`src/rtl/core/rcenc_pkg.sv`:
```
// ----------------------------------------------------------------------------
// rcenc_pkg
// Shared types and constants of the carry-less range encoder: field widths,
// register reset values and the command/status bundle between the
// controller and the datapath.
// ----------------------------------------------------------------------------
package rcenc_pkg;

   localparam int unsigned WordWidth   = 32;
   localparam int unsigned FreqWidth   = 16;
   localparam int unsigned TotalWidth  = 17;
   localparam int unsigned CountWidth  = 25;
   localparam int unsigned IndexWidth  = 24;
   localparam int unsigned CapWidth    = 24;
   localparam int unsigned ThrWidth    = 5;
   localparam int unsigned ByteWidth   = 8;
   localparam int unsigned StepWidth   = 5;
   localparam int unsigned EmitWidth   = 2;
   localparam int unsigned CsrAddrWidth = 3;
   localparam int unsigned CsrDataWidth = 32;

   localparam logic [WordWidth-1:0]  TopValue      = 32'h0100_0000;
   localparam logic [WordWidth-1:0]  RangeReset    = 32'hFFFF_FFFF;
   localparam logic [CountWidth-1:0] CountMax      = 25'h1FF_FFFF;
   localparam logic [CapWidth-1:0]   CapReset      = 24'hFF_FFFF;
   localparam logic [ThrWidth-1:0]   ThrReset      = 5'd16;
   localparam logic [ThrWidth-1:0]   ThrMin        = 5'd8;
   localparam logic [ThrWidth-1:0]   ThrMax        = 5'd24;
   localparam logic [StepWidth-1:0]  LastDivStep   = 5'd31;
   localparam logic [EmitWidth-1:0]  LastEmit      = 2'd3;

   // item kinds
   localparam logic KindEncode = 1'b0;
   localparam logic KindFlush  = 1'b1;

   // register index, taken from the word address
   localparam logic [0:0] CsrIdxCapacity  = 1'b0;
   localparam logic [0:0] CsrIdxThreshold = 1'b1;

   typedef struct packed {
      logic load;      // capture request fields, seed the divider
      logic div_step;  // one quotient bit
      logic mult;      // range and cum products
      logic add_low;   // low += cum * q
      logic emit;      // send top byte of low, shift
      logic flush;     // emit without touching range
      logic last;      // final beat of this item
   } cmd_type;

   typedef struct packed {
      logic out_free;  // output register can take a beat this cycle
      logic cond;      // renormalisation wanted on the current interval
      logic next_cond; // renormalisation wanted after the shift in progress
   } status_type;

endpackage

```
`src/rtl/core/rcenc_csr.sv`:
```
// ----------------------------------------------------------------------------
// rcenc_csr
// APB-style configuration registers: output capacity and log2 of the
// bottom range threshold.
// ----------------------------------------------------------------------------
module rcenc_csr (
   input  logic                                   clock,
   input  logic                                   reset,
   input  logic                                   psel,
   input  logic                                   penable,
   input  logic                                   pwrite,
   input  logic [rcenc_pkg::CsrAddrWidth-1:0]     paddr,
   input  logic [rcenc_pkg::CsrDataWidth-1:0]     pwdata,
   output logic [rcenc_pkg::CsrDataWidth-1:0]     prdata,
   output logic                                   pready,
   output logic [rcenc_pkg::CapWidth-1:0]         capacity,
   output logic [rcenc_pkg::ThrWidth-1:0]         threshold_log2
);

   logic [rcenc_pkg::CapWidth-1:0] capacity_ff;
   logic [rcenc_pkg::ThrWidth-1:0] threshold_ff;
   logic                           write_en;

   assign pready   = 1'b1;
   assign write_en = psel & penable & pwrite;

   always_ff @(posedge clock) begin
      if (reset) begin
         capacity_ff  <= rcenc_pkg::CapReset;
         threshold_ff <= rcenc_pkg::ThrReset;
      end else if (write_en) begin
         unique case (paddr[2])
            rcenc_pkg::CsrIdxCapacity: begin
               capacity_ff <= pwdata[rcenc_pkg::CapWidth-1:0];
            end
            rcenc_pkg::CsrIdxThreshold: begin
               threshold_ff <= pwdata[rcenc_pkg::ThrWidth-1:0];
            end
            default: begin
            end
         endcase
      end
   end

   always_comb begin
      unique case (paddr[2])
         rcenc_pkg::CsrIdxCapacity: begin
            prdata = {8'd0, capacity_ff};
         end
         rcenc_pkg::CsrIdxThreshold: begin
            prdata = {27'd0, threshold_ff};
         end
         default: begin
            prdata = '0;
         end
      endcase
   end

   assign capacity       = capacity_ff;
   assign threshold_log2 = threshold_ff;

endmodule

```
`src/rtl/core/rcenc_ctrl.sv`:
```
// ----------------------------------------------------------------------------
// rcenc_ctrl
// Sequencer of the encoder: input handshake, division step count,
// product and add phases, renormalisation and flush beat count.
// ----------------------------------------------------------------------------
module rcenc_ctrl (
   input  logic                   clock,
   input  logic                   reset,
   input  logic                   req_valid,
   input  logic                   req_kind,
   output logic                   req_stall,
   input  rcenc_pkg::status_type  status,
   output rcenc_pkg::cmd_type     cmd
);

   typedef enum logic [2:0] {
      ST_IDLE,
      ST_DIVIDE,
      ST_MULT,
      ST_ADD,
      ST_RENORM,
      ST_FLUSH
   } state_type;

   state_type                        state_ff;
   logic [rcenc_pkg::StepWidth-1:0]  step_cnt_ff;
   logic [rcenc_pkg::EmitWidth-1:0]  emit_cnt_ff;

   assign req_stall = (state_ff != ST_IDLE) || reset;

   always_comb begin
      cmd          = '0;
      cmd.load     = (state_ff == ST_IDLE) && req_valid;
      cmd.div_step = (state_ff == ST_DIVIDE);
      cmd.mult     = (state_ff == ST_MULT);
      cmd.add_low  = (state_ff == ST_ADD);
      if (state_ff == ST_RENORM) begin
         cmd.emit = status.cond && status.out_free;
         cmd.last = (emit_cnt_ff == rcenc_pkg::LastEmit) || !status.next_cond;
      end else if (state_ff == ST_FLUSH) begin
         cmd.emit  = status.out_free;
         cmd.flush = 1'b1;
         cmd.last  = (emit_cnt_ff == rcenc_pkg::LastEmit);
      end
   end

   always_ff @(posedge clock) begin
      if (reset) begin
         state_ff    <= ST_IDLE;
         step_cnt_ff <= '0;
         emit_cnt_ff <= '0;
      end else begin
         unique case (state_ff)
            ST_IDLE: begin
               step_cnt_ff <= '0;
               emit_cnt_ff <= '0;
               if (req_valid) begin
                  state_ff <= (req_kind == rcenc_pkg::KindFlush) ? ST_FLUSH : ST_DIVIDE;
               end
            end
            ST_DIVIDE: begin
               step_cnt_ff <= step_cnt_ff + 1'b1;
               if (step_cnt_ff == rcenc_pkg::LastDivStep) begin
                  state_ff <= ST_MULT;
               end
            end
            ST_MULT: begin
               state_ff <= ST_ADD;
            end
            ST_ADD: begin
               state_ff <= ST_RENORM;
            end
            ST_RENORM: begin
               if (!status.cond) begin
                  // nothing to send for this item
                  state_ff <= ST_IDLE;
               end else if (cmd.emit) begin
                  emit_cnt_ff <= emit_cnt_ff + 1'b1;
                  if (cmd.last) begin
                     state_ff <= ST_IDLE;
                  end
               end
            end
            ST_FLUSH: begin
               if (cmd.emit) begin
                  emit_cnt_ff <= emit_cnt_ff + 1'b1;
                  if (cmd.last) begin
                     state_ff <= ST_IDLE;
                  end
               end
            end
            default: begin
               state_ff <= ST_IDLE;
            end
         endcase
      end
   end

endmodule

```
`src/rtl/core/rcenc_datapath.sv`:
```
// ----------------------------------------------------------------------------
// rcenc_datapath
// Interval registers, restoring divider, products, renormalisation logic,
// byte counter and the output register of the result channel.
// ----------------------------------------------------------------------------
module rcenc_datapath (
   input  logic                                 clock,
   input  logic                                 reset,
   input  rcenc_pkg::cmd_type                   cmd,
   output rcenc_pkg::status_type                status,
   input  logic [rcenc_pkg::FreqWidth-1:0]      req_cum_base,
   input  logic [rcenc_pkg::FreqWidth-1:0]      req_sym_freq,
   input  logic [rcenc_pkg::TotalWidth-1:0]     req_total_freq,
   input  logic [rcenc_pkg::CapWidth-1:0]       capacity,
   input  logic [rcenc_pkg::ThrWidth-1:0]       threshold_log2,
   output logic                                 rsp_valid,
   input  logic                                 rsp_stall,
   output logic [rcenc_pkg::ByteWidth-1:0]      rsp_out_byte,
   output logic                                 rsp_stored,
   output logic [rcenc_pkg::IndexWidth-1:0]     rsp_byte_index,
   output logic                                 rsp_last_of_run
);

   localparam int unsigned W = rcenc_pkg::WordWidth;

   logic [W-1:0]                          low_ff, range_ff;
   logic [rcenc_pkg::CountWidth-1:0]      count_ff;
   logic [rcenc_pkg::FreqWidth-1:0]       cum_ff, freq_ff;
   logic [rcenc_pkg::TotalWidth-1:0]      total_ff;
   logic [W-1:0]                          quo_ff, cq_ff;
   logic [rcenc_pkg::TotalWidth-1:0]      rem_ff;
   logic [rcenc_pkg::ByteWidth-1:0]       out_byte_ff;
   logic                                  stored_ff, last_ff, rsp_valid_ff;
   logic [rcenc_pkg::IndexWidth-1:0]      index_ff;

   logic [rcenc_pkg::TotalWidth:0]        rem_shift, rem_diff;
   logic                                  quo_bit;
   logic [rcenc_pkg::ThrWidth-1:0]        thr_clamped;
   logic [W-1:0]                          bot;
   logic [W-1:0]                          sum, diff, range_p, sum_p, diff_next, range_next;
   logic                                  narrow, clip;
   logic [23:0]                           low_neg;
   logic [rcenc_pkg::IndexWidth-1:0]      index_now;

   // restoring division, one quotient bit a cycle
   assign rem_shift = {rem_ff, quo_ff[W-1]};
   assign rem_diff  = rem_shift - {1'b0, total_ff};
   assign quo_bit   = (rem_shift >= {1'b0, total_ff});

   always_comb begin
      if (threshold_log2 < rcenc_pkg::ThrMin) begin
         thr_clamped = rcenc_pkg::ThrMin;
      end else if (threshold_log2 > rcenc_pkg::ThrMax) begin
         thr_clamped = rcenc_pkg::ThrMax;
      end else begin
         thr_clamped = threshold_log2;
      end
   end
   assign bot = W'(1) << thr_clamped;

   // renormalisation test now and after the pending shift
   assign sum     = low_ff + range_ff;
   assign diff    = low_ff ^ sum;
   assign narrow  = range_ff < bot;
   assign clip    = narrow && (diff >= rcenc_pkg::TopValue);
   assign low_neg = ~low_ff[23:0] + 24'd1;
   assign range_p = clip ? {8'd0, low_neg} : range_ff;

   // low plus the clipped range is low rounded up to the next 2^24 boundary
   always_comb begin
      if (!clip) begin
         sum_p = sum;
      end else if (low_ff[23:0] == 24'd0) begin
         sum_p = low_ff;
      end else begin
         sum_p = {low_ff[31:24] + 8'd1, 24'd0};
      end
   end
   assign diff_next  = (low_ff ^ sum_p) << 8;
   assign range_next = range_p << 8;

   assign status.cond      = (diff < rcenc_pkg::TopValue) || narrow;
   assign status.next_cond = (diff_next < rcenc_pkg::TopValue) || (range_next < bot);
   assign status.out_free  = !rsp_valid_ff || !rsp_stall;

   assign index_now = count_ff[rcenc_pkg::CountWidth-1] ? '1
                    : count_ff[rcenc_pkg::IndexWidth-1:0];

   always_ff @(posedge clock) begin
      if (reset) begin
         low_ff       <= '0;
         range_ff     <= rcenc_pkg::RangeReset;
         count_ff     <= '0;
         rsp_valid_ff <= 1'b0;
      end else begin
         if (cmd.add_low) begin
            low_ff <= low_ff + cq_ff;
         end
         if (cmd.mult) begin
            range_ff <= quo_ff * W'(freq_ff);
         end
         if (cmd.emit) begin
            low_ff <= low_ff << 8;
            if (!cmd.flush) begin
               range_ff <= range_next;
            end
            if (count_ff != rcenc_pkg::CountMax) begin
               count_ff <= count_ff + 1'b1;
            end
            rsp_valid_ff <= 1'b1;
         end else if (!rsp_stall) begin
            rsp_valid_ff <= 1'b0;
         end
      end
   end

   always_ff @(posedge clock) begin
      if (cmd.load) begin
         cum_ff   <= req_cum_base;
         freq_ff  <= (req_sym_freq == '0) ? rcenc_pkg::FreqWidth'(1) : req_sym_freq;
         total_ff <= (req_total_freq == '0) ? rcenc_pkg::TotalWidth'(1) : req_total_freq;
         quo_ff   <= range_ff;
         rem_ff   <= '0;
      end
      if (cmd.div_step) begin
         quo_ff <= {quo_ff[W-2:0], quo_bit};
         rem_ff <= quo_bit ? rem_diff[rcenc_pkg::TotalWidth-1:0]
                           : rem_shift[rcenc_pkg::TotalWidth-1:0];
      end
      if (cmd.mult) begin
         cq_ff <= quo_ff * W'(cum_ff);
      end
      if (cmd.emit) begin
         out_byte_ff <= low_ff[W-1 -: rcenc_pkg::ByteWidth];
         stored_ff   <= (count_ff < {1'b0, capacity});
         index_ff    <= index_now;
         last_ff     <= cmd.last;
      end
   end

   assign rsp_valid       = rsp_valid_ff;
   assign rsp_out_byte    = out_byte_ff;
   assign rsp_stored      = stored_ff;
   assign rsp_byte_index  = index_ff;
   assign rsp_last_of_run = last_ff;

endmodule

```
`src/rtl/core/range_coder_encoder_unit.sv`:
```
// ----------------------------------------------------------------------------
// range_coder_encoder_unit
// Carry-less range encoder producing one code byte per result beat.
//
// Input channel req_*: kind 0 encodes the interval (cum_base, sym_freq,
// total_freq), kind 1 flushes the four bytes of low. Result channel rsp_*:
// one beat per emitted byte with its stream position, a stored flag
// against the capacity register and a marker on the final byte of the item.
// Configuration through the APB-style port: capacity at 0x0, log2 of the
// bottom threshold at 0x4.
// An encode item passes through an accept step, the bit-per-cycle
// restoring divider, a product step and an add step, then
// renormalisation, which emits 0 to 4 bytes. A flush is accepted and then
// emits the four bytes of low.
// Only one item is in work at a time; req_stall is low only while idle and
// out of reset, even when a result beat still waits in the output register.
// A stall on rsp holds the output register; the renormalisation step waits
// until the beat is taken. Synchronous reset clears low to 0, range to all
// ones, the byte count and rsp_valid to 0 and the CSRs to their defaults.
// ----------------------------------------------------------------------------
module range_coder_encoder_unit (
   input  logic                                 clock,
   input  logic                                 reset,
   input  logic                                 req_valid,
   output logic                                 req_stall,
   input  logic                                 req_kind,
   input  logic [rcenc_pkg::FreqWidth-1:0]      req_cum_base,
   input  logic [rcenc_pkg::FreqWidth-1:0]      req_sym_freq,
   input  logic [rcenc_pkg::TotalWidth-1:0]     req_total_freq,
   output logic                                 rsp_valid,
   input  logic                                 rsp_stall,
   output logic [rcenc_pkg::ByteWidth-1:0]      rsp_out_byte,
   output logic                                 rsp_stored,
   output logic [rcenc_pkg::IndexWidth-1:0]     rsp_byte_index,
   output logic                                 rsp_last_of_run,
   input  logic                                 psel,
   input  logic                                 penable,
   input  logic                                 pwrite,
   input  logic [rcenc_pkg::CsrAddrWidth-1:0]   paddr,
   input  logic [rcenc_pkg::CsrDataWidth-1:0]   pwdata,
   output logic [rcenc_pkg::CsrDataWidth-1:0]   prdata,
   output logic                                 pready
);

   rcenc_pkg::cmd_type              cmd;
   rcenc_pkg::status_type           status;
   logic [rcenc_pkg::CapWidth-1:0]  capacity;
   logic [rcenc_pkg::ThrWidth-1:0]  threshold_log2;

   rcenc_csr u_csr (
      .clock          (clock),
      .reset          (reset),
      .psel           (psel),
      .penable        (penable),
      .pwrite         (pwrite),
      .paddr          (paddr),
      .pwdata         (pwdata),
      .prdata         (prdata),
      .pready         (pready),
      .capacity       (capacity),
      .threshold_log2 (threshold_log2)
   );

   rcenc_ctrl u_ctrl (
      .clock     (clock),
      .reset     (reset),
      .req_valid (req_valid),
      .req_kind  (req_kind),
      .req_stall (req_stall),
      .status    (status),
      .cmd       (cmd)
   );

   rcenc_datapath u_datapath (
      .clock           (clock),
      .reset           (reset),
      .cmd             (cmd),
      .status          (status),
      .req_cum_base    (req_cum_base),
      .req_sym_freq    (req_sym_freq),
      .req_total_freq  (req_total_freq),
      .capacity        (capacity),
      .threshold_log2  (threshold_log2),
      .rsp_valid       (rsp_valid),
      .rsp_stall       (rsp_stall),
      .rsp_out_byte    (rsp_out_byte),
      .rsp_stored      (rsp_stored),
      .rsp_byte_index  (rsp_byte_index),
      .rsp_last_of_run (rsp_last_of_run)
   );

endmodule
```
`config.mk`:
```
export PLATFORM = sky130hd
export DESIGN_NAME = range_coder_encoder_unit
export DESIGN_NICKNAME = d
export VERILOG_FILES = /design/src/rtl/core/rcenc_pkg.sv /design/src/rtl/core/rcenc_csr.sv /design/src/rtl/core/rcenc_ctrl.sv /design/src/rtl/core/rcenc_datapath.sv /design/src/rtl/core/range_coder_encoder_unit.sv
export SDC_FILE = /design/constraint.sdc
export NUM_CORES = 2
export LEC_CHECK = 0
export ABC_AREA = 1
export BUFFER_PORTS_ARGS = -buffer_cell sky130_fd_sc_hd__buf_4
export CAP_MARGIN = 20
export CELL_PAD_IN_SITES_DETAIL_PLACEMENT = 0
export CELL_PAD_IN_SITES_GLOBAL_PLACEMENT = 1
export CORE_ASPECT_RATIO = 0.8
export CORE_MARGIN = 10
export CORE_UTILIZATION = 50
export CTS_BUF_LIST = sky130_fd_sc_hd__clkbuf_4
export CTS_CLUSTER_SIZE = 40
export DETAILED_ROUTE_END_ITERATION = 7
export GPL_ROUTABILITY_DRIVEN = 0
export PLACE_DENSITY_LB_ADDON = 0.1
export SKIP_CTS_REPAIR_TIMING = 1
export SYNTH_ARGS = -nofsm -noshare
export SYNTH_HDL_FRONTEND = slang
export SYNTH_SLANG_ARGS = --single-unit
export TNS_END_PERCENT = 30
```
`constraint.sdc`:
```
create_clock -name clock -period 11.6 [get_ports clock]
set_input_delay 2.9 -clock clock [delete_from_list [all_inputs] [get_ports clock]]
set_output_delay 2.9 -clock clock [all_outputs]
set_load 0.1 [all_outputs]
```
# After elaboration in Yosys (flattened, before gate mapping)
# Index checks and enable logic that the tools add are counted.
[word_totals] register_bits=293 in_bits=92 out_inout_bits=69 wordCells=116
[op_classes] add_sub_neg=7 mul=2 order_cmp=9 eq_ne=12 shift=1 mux=33 bitwise=6 reduce_logical=26
[op_table] op="$mux 32" count=7
[op_table] op="$mux 24" count=3
[op_table] op="$add 32x32->32" count=2
[op_table] op="$lt 32x25->1 const B" count=2
[op_table] op="$lt 32x32->1" count=2
[op_table] op="$mul 32x16->32" count=2
[op_table] op="$pmux 32 s2" count=1
[op_table] op="$mux 17" count=3
[op_table] op="$ge 32x25->1 const B" count=1
[op_table] op="$shl 1x5->32 const A" count=1
[op_table] op="$xor 32x32->32" count=1
[op_table] op="$add 25x1->25 const B" count=1
[op_table] op="$lt 25x24->1" count=1
[op_table] op="$ne 25x25->1 const B" count=1
[op_table] op="$add 24x1->24 const B" count=1
[op_table] op="$logic_not 24->1" count=1
[op_table] op="$not 24->24" count=1
[op_table] op="$xor 24x24->24" count=1
[op_table] op="$mux 3" count=7
[op_table] op="$ge 18x17->1" count=1
[op_table] op="$pmux 3 s6" count=1
[op_table] op="$logic_not 17->1" count=1
[op_table] op="$sub 17x17->17" count=1
[op_table] op="$logic_not 16->1" count=1
[op_table] op="26 further kinds" count=52

# Logic depth before layout (Yosys ltp)
[depth] word_depth=17 depth_mapped=38 depth_no_buf=37

# Cells and area by module
# From an unflattened synthesis, not the netlist that was laid out.
[unflattened] cells_unflattened=5507 area_unflattened_um2=42221.7
[by_module_without_submodules] mod="rcenc_datapath" n_inst=1 cells_each=5209 area_per_inst_um2=40247.4 seq_area_each_um2=6726.5
[by_module_without_submodules] mod="rcenc_csr" n_inst=1 cells_each=207 area_per_inst_um2=1378.8 seq_area_each_um2=580.6
[by_module_without_submodules] mod="rcenc_ctrl" n_inst=1 cells_each=91 area_per_inst_um2=595.6 seq_area_each_um2=200.2

# Worst setup path before layout
# OpenSTA, ideal clock, no wires.
[synth_path] path_type="input to output" startpoint="in paddr[2] in the netlist's numbering" endpoint="out prdata[1] in the netlist's numbering" t_arrival_ps=5202 required_time_ps=8700 path_slack_ps=3498 path_stages=2 path_buffers=1 path_cell_list="clkbuf_1 > o21ai_0"
[synth_via] elab_chain_cells=2
[synth_lines] item="start: declaration" line="range_coder_encoder_unit.sv:39" source="input logic [rcenc_pkg::CsrAddrWidth-1:0] paddr,"
[synth_lines] item="$not 1->1 (no source line)"
[synth_lines] item="$pmux 32 s2 *" line="rcenc_csr.sv:46" source="unique case (paddr[2])"
[synth_lines] item="end: declaration" line="range_coder_encoder_unit.sv:41" source="output logic [rcenc_pkg::CsrDataWidth-1:0] prdata,"
# Every way passes the cells marked *; elsewhere a longest branch is shown, timed or not. The select of a mux whose other input is x is not followed.

# Worst setup path after layout
[layout_path] startpoint="reg u_datapath.quo_ff[9]" endpoint="reg u_datapath.cq_ff[26], data pin"
[layout_via] elab_chain_cells=1
[layout_lines] item="start: declaration" line="rcenc_datapath.sv:30" source="logic [W-1:0] quo_ff, cq_ff;"
[layout_lines] item="start signal: assignment" line="rcenc_datapath.sv:122" source="quo_ff <= range_ff;"
[layout_lines] item="start signal: assignment" line="rcenc_datapath.sv:126" source="quo_ff <= {quo_ff[W-2:0], quo_bit};"
[layout_lines] item="$mul 32x16->32" line="rcenc_datapath.sv:131" source="cq_ff <= quo_ff * W'(cum_ff);"
[layout_lines] item="end signal: assignment" line="rcenc_datapath.sv:131"
[layout_lines] item="end: declaration" line="rcenc_datapath.sv:30"
# Every way passes these cells.
# A chain may end at the register's enable or synchronous reset.

==> results.yml <==
status:
  status: "completed"
floorplanning:
  dieArea_um2: 95500
  start_util: 0.506
  ioPinCount: 161
  die_w_um: 343
  core.rowCount: 94
  die_height_um: 278
  core_um2: 82400
setup_path:
  critPathKind: "flip-flop to flip-flop"
  reg2reg_slack_ns: 4.26
  reg2regPathDepth: 22
  start_kind: "flip-flop"
  cpPeakStageDelay_ns: 0.96
  cp.arrival_ns: 7.98
  crit_required_ns: 12.25
  critical-path-top-delay-family: "adder cells"
  cpMostUsedCell: "fa_1"
  r2r_start: "u_datapath.quo_ff[9]$_DFFE_PP_"
  cp-end-kind: "flip-flop"
  r2r-end: "u_datapath.cq_ff[26]$_DFFE_PN_"
  cp_num_buf_inv: 6
  critPathMaxFanout: 17
  crit_path_top_delay_cell: "edfxtp_1"
  critical_path.cell_chain: "buf_4 > nand2_1 > fa_1 > inv_1 > fa_1 > inv_1 > fa_1 > fa_1 > inv_1 > fa_1 > inv_1 > fa_1 > inv_1 > ha_1 > a21oi_1 > a21boi_1 > o21ai_0 > a21oi_1 > o21ai_1 > a21oi_1 > o21ai_1 > xor2_1"
detailed_routing:
  final_antenna_net_count: 0
  drtIter0Drc: 2736
  wl_per_cell_um: 19.3
  dr.pass1.iters: 5
  via_per_inst: 5.27
  wl_um: 127000
  via_count: 34800
  drc_errors: 0
synthesis:
  synth_area_um2: 41700
  ys_seq_area_frac: 0.180
  avgSynthCellArea_um2: 7.78
  synth_edf_count: 164
  synth_area_leaders: "fa_1 (29%), nand2_1 (13%), edfxtp_1 (12%)"
  synth_cells: 5366
  synth.largest_area_cell: "fa_1"
  synth_cell_types: 61
  synthArstFlopShare: 0
  synth_seq_cells: 293
  synth_ff_type: "edfxtp_1"
  synth_top_cell_area_share: 0.293
  yosysWarnings: 0
min_path:
  hold_start: "u_ctrl.step_cnt_ff[4]$_SDFFE_PP0P_"
  hold_depth: 2
  holdPathEnd: "u_ctrl.step_cnt_ff[4]$_SDFFE_PP0P_"
  hp-class: "flip-flop to flip-flop"
clocking:
  clock_latency_ns: 0.92
  cts_buffer_depth: 3
  clkTransAtPathRegs_ns: 0.08
  clkSinkCount: 293
  cts_tree: "built"
  htree_levels: 3
  cts_buffers: 83
  root_buffer: "clkbuf_4"
sta:
  fin_crit_ns: 7.34
  tightest_slew_ns: 1.05
  finalCritPeriodShare: 0.633
  fin_ws_ns: 4.26
  whs_ns: 0.466
  setup_viol: 0
  skew_ns: 0.0818
  relSlewSlack: 0.301
  fmax_ghz: 0.136
  slew_viol_final: 0
  setup_tns_ns: 0
  rsz0062_at_grt: "false"
  hold_violations: 0
finish:
  seqCellArea_um2: 7510
  syn2layout_area_growth_pct: 7.52
  fin_nets: 6409
  multi_input_area_um2: 29000
  fin_cells: 6593
  drive_gt1_frac: 0.0815
  n_fill_cell: 8125
grt:
  antenna_found_initial: 5
  grt_overflow_total: 0
  grt_pass1_vias: 35500
  grt_usage: 0.271
  grt_max_degree: 73
  grt_pass1_wl_um: 204000
place:
  dpl.cell_count: 6433
  place_hpwl_um: 95200
  numPortBuffers: 141
  place_ws_ns: 4.40
flow_run:
  cap_viol_max_count: 0
-- flip-flops by register name, summed over array words and instances, names as in the netlist, 17 cells and up --
name,cells
u_datapath.rsp_byte_index,24
u_csr.capacity,24
u_datapath.count_ff,25
u_datapath.range_ff,32
u_datapath.quo_ff,32
u_datapath.low_ff,32
u_datapath.rem_ff,17
u_datapath.cq_ff,32
u_datapath.total_ff,17
-- tightest hold or removal path: cells and delay by family (launching register included) --
kind / cells / cell delay [ns]
flops: 1 / 0.31
compound gates: 1 / 0.05
simple gates: 1 / 0.06
-- final cells by class --
| class | instances | share of cell area |
|---|---|---|
| Sequential cell | 293 | 0.167 |
| Clock buffer | 129 | 0.0216 |
| Timing Repair Buffer | 211 | 0.0355 |
| Tap cell | 1104 | 0.0308 |
| Multi-Input combinational cell | 3698 | 0.646 |
| Clock inverter | 26 | 0.00360 |
| Inverter | 1127 | 0.0944 |
| Antenna cell | 5 | 0.000279 |
-- routing by layer --
metal / vias to the layer above / GRT usage / share of wire
met3: 184 / 0.0340 / 0.067
li1: 16500 / - / -
met1: 17000 / 0.398 / 0.47
met4: 0 / 0.0685 / 0.023
met2: 1066 / 0.419 / 0.44
met5: - / 0 / 0
-- layout by cell type, fill, tap and decap left out, types with 5 or more instances in the layout --
master	count
a211oi_1	11
a21o_1	19
a21oi_1	287
a21oi_2	22
a31o_2	5
a31oi_1	30
buf_4	210
clkbuf_4	129
clkinv_1	19
conb_1	30
dfxtp_1	129
diode_2	5
edfxtp_1	164
fa_1	611
ha_1	292
inv_1	1118
nand2_1	1462
nand2_2	21
nand3_1	102
nand3b_1	6
nand4_1	37
nor2_1	200
nor2_2	8
nor3_1	47
nor3_2	10
nor4_1	23
o211ai_1	14
o21a_1	7
o21ai_0	205
o21ai_1	24
o21bai_1	11
o221ai_1	6
o31ai_1	7
or2_2	15
xnor2_1	50
xor2_1	101
-- cell usage after synthesis (5+ instances only) --
cell type and count:
nand2_1 1462, buf_1 22, buf_4 11, inv_1 1118, xor2_1 101, fa_1 611
nor3_1 47, a31o_2 5, a21oi_1 287, a31oi_1 30, a211oi_1 11, nand4_1 37
ha_1 292, nor4_1 23, edfxtp_1 164, nand2_2 21, o21a_1 7, nand3b_1 6
a21oi_2 22, clkbuf_1 229, o21ai_0 206, o21ai_1 24, or2_2 15, o31ai_1 7
nor2_1 204, a21o_1 19, dfxtp_1 129, nor2_2 7, xnor2_1 50, buf_2 12
o221ai_1 6, nand3_1 102, o211ai_1 14, o21bai_1 11, nor3_2 10
-- how the worst max path moves through the flow --
| stage | startpoint | to | slack (ns) | depth (start not counted) |
|---|---|---|---|---|
| floorplan | paddr[2] | prdata[1] | 3.50 | 2 |
| global placement | u_datapath.quo_ff[9]$_DFFE_PP_ | u_datapath.cq_ff[24]$_DFFE_PN_ | 4.42 | 22 |
| detailed placement | u_datapath.quo_ff[9]$_DFFE_PP_ | u_datapath.cq_ff[26]$_DFFE_PN_ | 4.40 | 22 |
| CTS | u_datapath.quo_ff[9]$_DFFE_PP_ | u_datapath.cq_ff[26]$_DFFE_PN_ | 4.36 | 22 |
| global route | u_datapath.quo_ff[9]$_DFFE_PP_ | u_datapath.cq_ff[24]$_DFFE_PN_ | 4.00 | 22 |
| finish | u_datapath.quo_ff[9]$_DFFE_PP_ | u_datapath.cq_ff[26]$_DFFE_PN_ | 4.26 | 22 |
-- cells by family after synthesis --
group / count (synthesis) / synth area share
and+or+nand+nor: 1943 / 0.189
other: 2 / 0.000180
buffers and inverters: 1403 / 0.128
DFF: 293 / 0.180
adders and majority gates: 903 / 0.381
xor gates and xnor gates: 151 / 0.0317
AOI/OAI and AO/OA: 671 / 0.0905
-- metrics by stage --
step	utilization	cell area, um^2
2_1_floorplan	-	41800
3_3_place_gp	0.530	43700
3_5_place_dp	0.530	43700
4_1_cts	0.544	44800
5_1_grt	0.544	44900
6_report	0.544	44900
Power is not shown: default switching activity piles up to over one toggle a cycle in this logic, so the estimate is an artifact.
